### config.mk
export PLATFORM = sky130hd
export DESIGN_NAME = url_percent_decoder_top
export DESIGN_NICKNAME = d
export VERILOG_FILES = /design/src/hdl/upd_pkg.sv /design/src/hdl/url_percent_decoder_top.sv /design/src/hdl/upd_front.sv /design/src/hdl/upd_queue.sv /design/src/hdl/upd_back.sv
export SDC_FILE = /design/constraint.sdc
export NUM_CORES = 1
export LEC_CHECK = 0
export ABC_AREA = 1
export BUFFER_PORTS_ARGS = -buffer_cell sky130_fd_sc_hd__buf_2
export CORE_AREA = 2 2 98 137
export DETAILED_ROUTE_END_ITERATION = 10
export DIE_AREA = 0 0 100 139
export SYNTH_ARGS = -nofsm -noshare
export SYNTH_HDL_FRONTEND = slang
export SYNTH_SLANG_ARGS = --single-unit
### constraint.sdc
create_clock -name clk -period 3.67 [get_ports clk]
set_input_delay 0.1835 -clock clk [delete_from_list [all_inputs] [get_ports clk]]
set_output_delay 0.1835 -clock clk [all_outputs]
set_load 0.05 [all_outputs]
### src/hdl/upd_pkg.sv
// ----------------------------------------------------------------------------
// upd_pkg
// Shared types, constants and helpers of the url percent decoder.
// ----------------------------------------------------------------------------
package upd_pkg;

	localparam logic [7:0] CH_PERCENT = 8'h25;
	localparam logic [7:0] CH_PLUS    = 8'h2B;
	localparam logic [7:0] CH_SPACE   = 8'h20;
	localparam logic [7:0] CH_NUL     = 8'h00;

	localparam int QUEUE_DEPTH_DEF = 4;

	// escape tracking in the front part
	typedef enum logic [2:0] {
		PH_PLAIN = 3'b001,
		PH_PCT   = 3'b010,
		PH_DIGIT = 3'b100
	} upd_phase_t;

	// one command: up to two data bytes, then an optional terminator
	typedef struct packed {
		logic [1:0] n_data;
		logic       term;
		logic [7:0] b0;
		logic [7:0] b1;
	} upd_cmd_t;

	typedef struct packed {
		logic full;
		logic head_valid;
	} upd_qstat_t;

	// bit 4 set: not an upper-case hex digit
	function automatic logic [4:0] hex_value(input logic [7:0] c);
		logic [4:0] r;
		r = 5'h10;
		if (c >= 8'h30 && c <= 8'h39) begin
			r = {1'b0, c[3:0]};
		end else if (c >= 8'h41 && c <= 8'h46) begin
			r = {1'b0, c[3:0] + 4'd9};
		end
		return r;
	endfunction

	function automatic logic [7:0] plain_map(input logic [7:0] c);
		return (c == CH_PLUS) ? CH_SPACE : c;
	endfunction

endpackage

### src/hdl/url_percent_decoder_top.sv
// ----------------------------------------------------------------------------
// url_percent_decoder_top
// Form-url decoder: '+' to space, %XY escapes to one byte, zero-terminated.
//
//  channel | dir | data                        | marker
//  s_*     | in  | tdata[7:0] encoded byte     | tlast ends the string
//  m_*     | out | tdata[7:0] decoded byte     | tlast on the zero terminator
//
// one input byte per cycle while the queue has room; a byte may yield up to
// three results, the queue absorbs the extra cycles; an accepted item passes
// the queue, then the output register, which gives one result per cycle unless
// m_tready stalls; s_tready drops while the queue is full, even when the back
// pops; arst_n clears the escape tracking, the queue and the output valid
// ----------------------------------------------------------------------------
module url_percent_decoder_top import upd_pkg::*; #(
	parameter int QueueDepth = QUEUE_DEPTH_DEF
) (
	input  logic       clk,
	input  logic       arst_n,
	input  logic       s_tvalid,
	output logic       s_tready,
	input  logic [7:0] s_tdata,   // [7:0] in_byte
	input  logic       s_tlast,
	output logic       m_tvalid,
	input  logic       m_tready,
	output logic [7:0] m_tdata,   // [7:0] out_byte
	output logic       m_tlast
);

	logic       accept;
	logic       push;
	logic       pop;
	upd_cmd_t   cmd;
	upd_cmd_t   head;
	upd_qstat_t qstat;

	assign s_tready = !qstat.full;
	assign accept   = s_tvalid && s_tready;

	upd_front u_front (
		.clk     (clk),
		.arst_n  (arst_n),
		.accept  (accept),
		.in_byte (s_tdata),
		.in_last (s_tlast),
		.push    (push),
		.cmd     (cmd)
	);

	upd_queue #(
		.QueueDepth (QueueDepth)
	) u_queue (
		.clk    (clk),
		.arst_n (arst_n),
		.push   (push),
		.wr_cmd (cmd),
		.pop    (pop),
		.head   (head),
		.stat   (qstat)
	);

	upd_back u_back (
		.clk        (clk),
		.arst_n     (arst_n),
		.head       (head),
		.head_valid (qstat.head_valid),
		.pop        (pop),
		.m_tvalid   (m_tvalid),
		.m_tready   (m_tready),
		.m_tdata    (m_tdata),
		.m_tlast    (m_tlast)
	);

	// the terminator is the only zero byte and always closes the run
	a_term_zero: assert property (@(posedge clk) disable iff (!arst_n)
		m_tvalid && m_tlast |-> m_tdata == CH_NUL)
		else $error("last result is not a zero byte");

	a_zero_term: assert property (@(posedge clk) disable iff (!arst_n)
		m_tvalid && m_tdata == CH_NUL |-> m_tlast)
		else $error("zero byte without last");

	// no result appears unless a command was waiting
	a_no_phantom: assert property (@(posedge clk) disable iff (!arst_n)
		!qstat.head_valid && !m_tvalid |=> !m_tvalid)
		else $error("result without a queued command");

	a_pop_head: assert property (@(posedge clk) disable iff (!arst_n)
		pop |-> qstat.head_valid)
		else $error("pop from an empty queue");

endmodule

### src/hdl/upd_front.sv
// ----------------------------------------------------------------------------
// upd_front
// Accepts input bytes, tracks escapes and turns them into commands.
// ----------------------------------------------------------------------------
module upd_front import upd_pkg::*; (
	input  logic       clk,
	input  logic       arst_n,
	input  logic       accept,
	input  logic [7:0] in_byte,
	input  logic       in_last,
	output logic       push,
	output upd_cmd_t   cmd
);

	upd_phase_t phase_q, phase_d;
	logic [7:0] held_q, held_d;
	logic       drop_q, drop_d;
	logic [4:0] hi, lo;
	logic [7:0] dec;
	logic       gen;

	assign hi  = hex_value(held_q);
	assign lo  = hex_value(in_byte);
	assign dec = (hi[4] || lo[4]) ? CH_NUL : {hi[3:0], lo[3:0]};

	always_comb begin
		phase_d = phase_q;
		held_d  = held_q;
		drop_d  = drop_q;
		gen     = 1'b0;
		cmd     = '0;
		if (drop_q) begin
			if (in_last) begin
				drop_d = 1'b0;
			end
		end else begin
			unique case (phase_q)
				PH_PCT: begin
					if (in_last) begin
						// short escape: '%' passes, the byte is plain text
						gen     = 1'b1;
						cmd.b0  = CH_PERCENT;
						cmd.term = 1'b1;
						phase_d = PH_PLAIN;
						if (in_byte == CH_NUL) begin
							cmd.n_data = 2'd1;
						end else begin
							cmd.n_data = 2'd2;
							cmd.b1     = plain_map(in_byte);
						end
					end else begin
						held_d  = in_byte;
						phase_d = PH_DIGIT;
					end
				end
				PH_DIGIT: begin
					gen     = 1'b1;
					phase_d = PH_PLAIN;
					held_d  = '0;
					if (dec == CH_NUL) begin
						cmd.term = 1'b1;
						drop_d   = !in_last;
					end else begin
						cmd.n_data = 2'd1;
						cmd.b0     = dec;
						cmd.term   = in_last;
					end
				end
				default: begin
					phase_d = PH_PLAIN;
					if (in_byte == CH_PERCENT) begin
						if (in_last) begin
							gen        = 1'b1;
							cmd.n_data = 2'd1;
							cmd.b0     = CH_PERCENT;
							cmd.term   = 1'b1;
						end else begin
							phase_d = PH_PCT;
						end
					end else if (in_byte == CH_NUL) begin
						gen      = 1'b1;
						cmd.term = 1'b1;
						drop_d   = !in_last;
					end else begin
						gen        = 1'b1;
						cmd.n_data = 2'd1;
						cmd.b0     = plain_map(in_byte);
						cmd.term   = in_last;
					end
				end
			endcase
		end
	end

	assign push = accept && gen;

	always_ff @(posedge clk or negedge arst_n) begin
		if (!arst_n) begin
			phase_q <= PH_PLAIN;
			held_q  <= '0;
			drop_q  <= 1'b0;
		end else if (accept) begin
			phase_q <= phase_d;
			held_q  <= held_d;
			drop_q  <= drop_d;
		end
	end

endmodule

### src/hdl/upd_queue.sv
// ----------------------------------------------------------------------------
// upd_queue
// Small command queue between the front and the back part.
// ----------------------------------------------------------------------------
module upd_queue import upd_pkg::*; #(
	parameter int QueueDepth = QUEUE_DEPTH_DEF
) (
	input  logic       clk,
	input  logic       arst_n,
	input  logic       push,
	input  upd_cmd_t   wr_cmd,
	input  logic       pop,
	output upd_cmd_t   head,
	output upd_qstat_t stat
);

	localparam int PtrW = (QueueDepth > 1) ? $clog2(QueueDepth) : 1;
	localparam int CntW = $clog2(QueueDepth + 1);

	upd_cmd_t          mem_q [QueueDepth];
	logic [PtrW-1:0]   wr_ptr_q, rd_ptr_q;
	logic [CntW-1:0]   count_q;

	function automatic logic [PtrW-1:0] ptr_inc(input logic [PtrW-1:0] p);
		return (p == PtrW'(QueueDepth - 1)) ? '0 : p + PtrW'(1);
	endfunction

	assign head            = mem_q[rd_ptr_q];
	assign stat.full       = (count_q == CntW'(QueueDepth));
	assign stat.head_valid = (count_q != '0);

	always_ff @(posedge clk) begin
		if (push) begin
			mem_q[wr_ptr_q] <= wr_cmd;
		end
	end

	always_ff @(posedge clk or negedge arst_n) begin
		if (!arst_n) begin
			wr_ptr_q <= '0;
			rd_ptr_q <= '0;
			count_q  <= '0;
		end else begin
			if (push) begin
				wr_ptr_q <= ptr_inc(wr_ptr_q);
			end
			if (pop) begin
				rd_ptr_q <= ptr_inc(rd_ptr_q);
			end
			if (push && !pop) begin
				count_q <= count_q + CntW'(1);
			end else if (pop && !push) begin
				count_q <= count_q - CntW'(1);
			end
		end
	end

endmodule

### src/hdl/upd_back.sv
// ----------------------------------------------------------------------------
// upd_back
// Plays out each queued command one byte per cycle into the output register, unless m_tready stalls it.
// ----------------------------------------------------------------------------
module upd_back import upd_pkg::*; (
	input  logic       clk,
	input  logic       arst_n,
	input  upd_cmd_t   head,
	input  logic       head_valid,
	output logic       pop,
	output logic       m_tvalid,
	input  logic       m_tready,
	output logic [7:0] m_tdata,
	output logic       m_tlast
);

	logic [1:0] idx_q;
	logic [1:0] total;
	logic       load;
	logic [7:0] cur_byte;
	logic       cur_last;

	assign total = head.n_data + {1'b0, head.term};
	assign load  = head_valid && (!m_tvalid || m_tready);
	assign pop   = load && (idx_q == total - 2'd1);

	always_comb begin
		if (idx_q < head.n_data) begin
			cur_byte = (idx_q == 2'd0) ? head.b0 : head.b1;
			cur_last = 1'b0;
		end else begin
			cur_byte = CH_NUL;
			cur_last = 1'b1;
		end
	end

	always_ff @(posedge clk or negedge arst_n) begin
		if (!arst_n) begin
			m_tvalid <= 1'b0;
			idx_q    <= '0;
		end else if (load) begin
			m_tvalid <= 1'b1;
			idx_q    <= pop ? 2'd0 : idx_q + 2'd1;
		end else if (m_tready) begin
			m_tvalid <= 1'b0;
		end
	end

	always_ff @(posedge clk) begin
		if (load) begin
			m_tdata <= cur_byte;
			m_tlast <= cur_last;
		end
	end

endmodule
==> summary.txt <==
run status: completed
CP max FO: 40
CTS root buf: clkbuf_16
worst setup path class: reg2reg
Post-CTS Setup Bufs: 0
type of the most critical hold path: in2reg
synth unique cells: 42
final hold violations: 0
IR drop worst, VDD: 0.3581 mV
Starting Density: 40.84%
Antenna Nets Post-Route: 0
Layout fillers: 1208
CP Launch Point: u_queue.rd_ptr_q[0]$_DFFE_PN0P_
core area: 0.01275 mm2
sequential area share after synthesis: 59.61%
DP Wirelength: 7.879 mm
clk buf depth: 2
dominant synthesized flop cell: edfxtp_1
Area Growth Syn to Fin: 11.36%
WL met2: 5.978 mm
count leader, synth: edfxtp_1
Hold Path Cell Cnt: 3
fmax: 336.5 MHz
Via-to-Cell Ratio: 5.380
gpl congestion: 0.9107
Synth top cells by count: edfxtp_1 (85), nor2_1 (70), nand2_1 (65)
total vias in the final route: 3685
Detailed Routing Iterations Pass 1: 5
CTS Buf Count: 9
Final Critical Period: 2972 ps
cell taking the most area after synthesis: edfxtp_1
number of synthesized flops with an enable pin: 85
Post-Syn Area: 0.005207 mm2
synth top area cells: edfxtp_1 (49%), dfrtp_1 (10%), nor2_1 (5.0%), nand2_1 (4.7%), o21ai_0 (4.0%)
Max-cap violations: 0
post-synthesis instance total: 498
# port buffers: 23
Layout Skew: 8.282 ps
crit path cell chain: buf_4 > nand2_1 > a32o_1 > ha_1 > xor2_1 > nand2_1 > a21oi_1 > o21ai_2 > ha_1 > inv_1 > fa_1 > a21oi_1 > o21ai_0 > xor2_1
worst reg2reg startpoint: u_queue.rd_ptr_q[0]$_DFFE_PN0P_
critical path's slowest cell: fa_1
Setup Total Neg Slack: 0 ps
Worst Setup End Kind: register
Placement Cell Area: 0.005520 mm2
Post-synth ARST share: 20.56%
first-pass GRT wire length: 18.26 mm
syn avg cell area: 10.46 um2
M1 wire length: 4.529 mm
WL met3: 377 um
area share of the largest cell type after synthesis: 49.01%
overall power: 4.895 mW
ant diodes: 0
max layer used: met4
setup ws final: 697.9 ps
CP Launch Type: register
CTS tree: done
total grt overflow: 0
std cell rows: 49
GRT Overall Usage: 17.04%
Clock Sinks: 107
final setup fails: 0
die height: 139 um
Synth Warn #: 0
pwr dens: 844.0 mW/mm2
wire per inst: 16.29 um
post-route design area: 0.005799 mm2
die area: 0.01390 mm2
Worst-Margin Slew: 741.1 ps
initial antenna violation count: 0
Mapped Nets: 528
# DRC: 0
drt total wl: 11.16 mm
worst-case headroom to the max-slew limit: 49.95%
CP max stage delay: 380 ps
# IOs: 24
period utilization: 80.98%
vias in the first global route: 3634
Clock transition at path regs: 70 ps
Slew Limit Fails: 0
WHS: 161.7 ps
DRT iter0 DRCs: 157
Die Width: 100 um
layout cell share with drive strength beyond 1: 17.67%
clk_lat worst skew: 350 ps
H-tree Lvls: 3
Worst EP arrival: 3200 ps
DP Worst Slack: 707.0 ps
FF+latch count, synth: 107
beginning of the worst hold path: s_tdata[2]
RSZ-0062 raised after global routing: false
Lkg Pwr: 2.302 nW
CP Data Required Time: 3900 ps
Layout Nets: 558
pin count of the biggest net entering global routing: 41
R2R depth: 14
## worst max-delay path, delay by kind of cell, from the launching register on
kind / cells / cell delay, ps
adder cells (fa/ha/maj): 3 / 890
AO/OA/AOI/OAI: 5 / 700
buffers and inverters: 2 / 420
flip-flops: 1 / 340
XOR/XNOR: 2 / 320
AND/OR/NAND/NOR: 2 / 160
## metrics by stage
step | util (%) | cells
after floorplan | - | 498
after global placement | 43.29 | 669
after detailed placement | 43.29 | 669
after CTS | 45.48 | 685
after global routing | 45.48 | 685
final | 45.48 | 685
## timing repair
action,4_1_cts,5_1_grt
hold endpoints to repair,21,0
hold buffers,1,0
gates resized for setup,0,0
## report_power, final
| group | leakage [nW] | switching, mW | internal (mW) | total (mW) |
|---|---|---|---|---|
| combinational | 1.12 | 1.45 | 0.627 | 2.07 |
| clock | 0.121 | 0.419 | 0.456 | 0.874 |
| sequential | 1.06 | 0.153 | 1.79 | 1.95 |
## layout make-up
cell class	count	area, um2	share of cell area [%]
clock buffers	9	225.2	3.883
clock inverters	6	43.79	0.7551
inverters	46	175.2	3.020
multi-input cells	330	1859	32.06
flip-flops and latches	107	3104	53.53
well taps	153	191.4	3.301
repair buffers	34	200.2	3.452
## metal layers
layer	up-vias	track usage, %
met3	19	3.075
met1	1789	20.41
met4	0	6.921
li1	1793	-
met2	84	29.91
met5	-	0
## worst paths after layout
kind / slack (ps) / to
setup / recovery: 700 / u_queue.count_q[2]$_DFFE_PN0P_
hold / removal: 160 / u_front.held_q[2]$_DFFE_PN0P_
setup reg to reg: 700 / u_queue.count_q[2]$_DFFE_PN0P_
hold reg to reg: 520 / u_front.phase_q[0]$_DFFE_PN1P_
max in group asynchronous: 2960 / u_front.phase_q[0]$_DFFE_PN1P_
min in group asynchronous: 350 / u_queue.wr_ptr_q[1]$_DFFE_PN0P_
## layout by cell type, fill, tap and decap left out, types with 2 or more instances in the layout
cell type	netlist	routed
edfxtp_1	85	85
nor2_1	70	70
nand2_1	65	65
o21ai_0	42	42
inv_1	37	37
nand3_1	33	33
buf_2	4	23
dfrtp_1	21	21
a21oi_1	20	20
o22ai_1	17	17
ha_1	16	16
buf_4	0	10
clkbuf_16	0	9
inv_2	8	8
nand2_2	8	8
nand3_2	6	6
o21ai_1	6	6
nor2_2	5	5
o21ai_2	4	4
nand2_4	4	4
nand4_1	4	4
xor2_1	3	3
nor3_4	3	3
nor3_1	3	3
nor2_4	3	3
clkinvlp_4	0	3
a32o_1	2	2
a21oi_2	2	2
o31ai_1	2	2
a211oi_1	2	2
clkinv_4	0	2
## registers in the layout (all words and copies together) (netlist names)
| name | cells |
|---|---|
| u_back.m_tlast | 1 |
| u_front.held_q | 8 |
| u_queue.wr_ptr_q | 2 |
| u_back.idx_q | 2 |
| u_front.drop_q | 1 |
| u_queue.count_q | 3 |
| u_queue.rd_ptr_q | 2 |
| u_back.m_tvalid | 1 |
| u_queue.mem_q | 76 |
| u_back.m_tdata | 8 |
| u_front.phase_q | 3 |
## kinds of logic after synthesis
group,Yosys count,share of synthesized area [%]
simple gates,207,19.49
flops,107,59.61
compound gates,102,11.32
buf+inv,61,4.685
fa+ha+maj,17,4.229
xor+xnor,4,0.6729
Note: power is estimated with default switching activity, not from simulation.
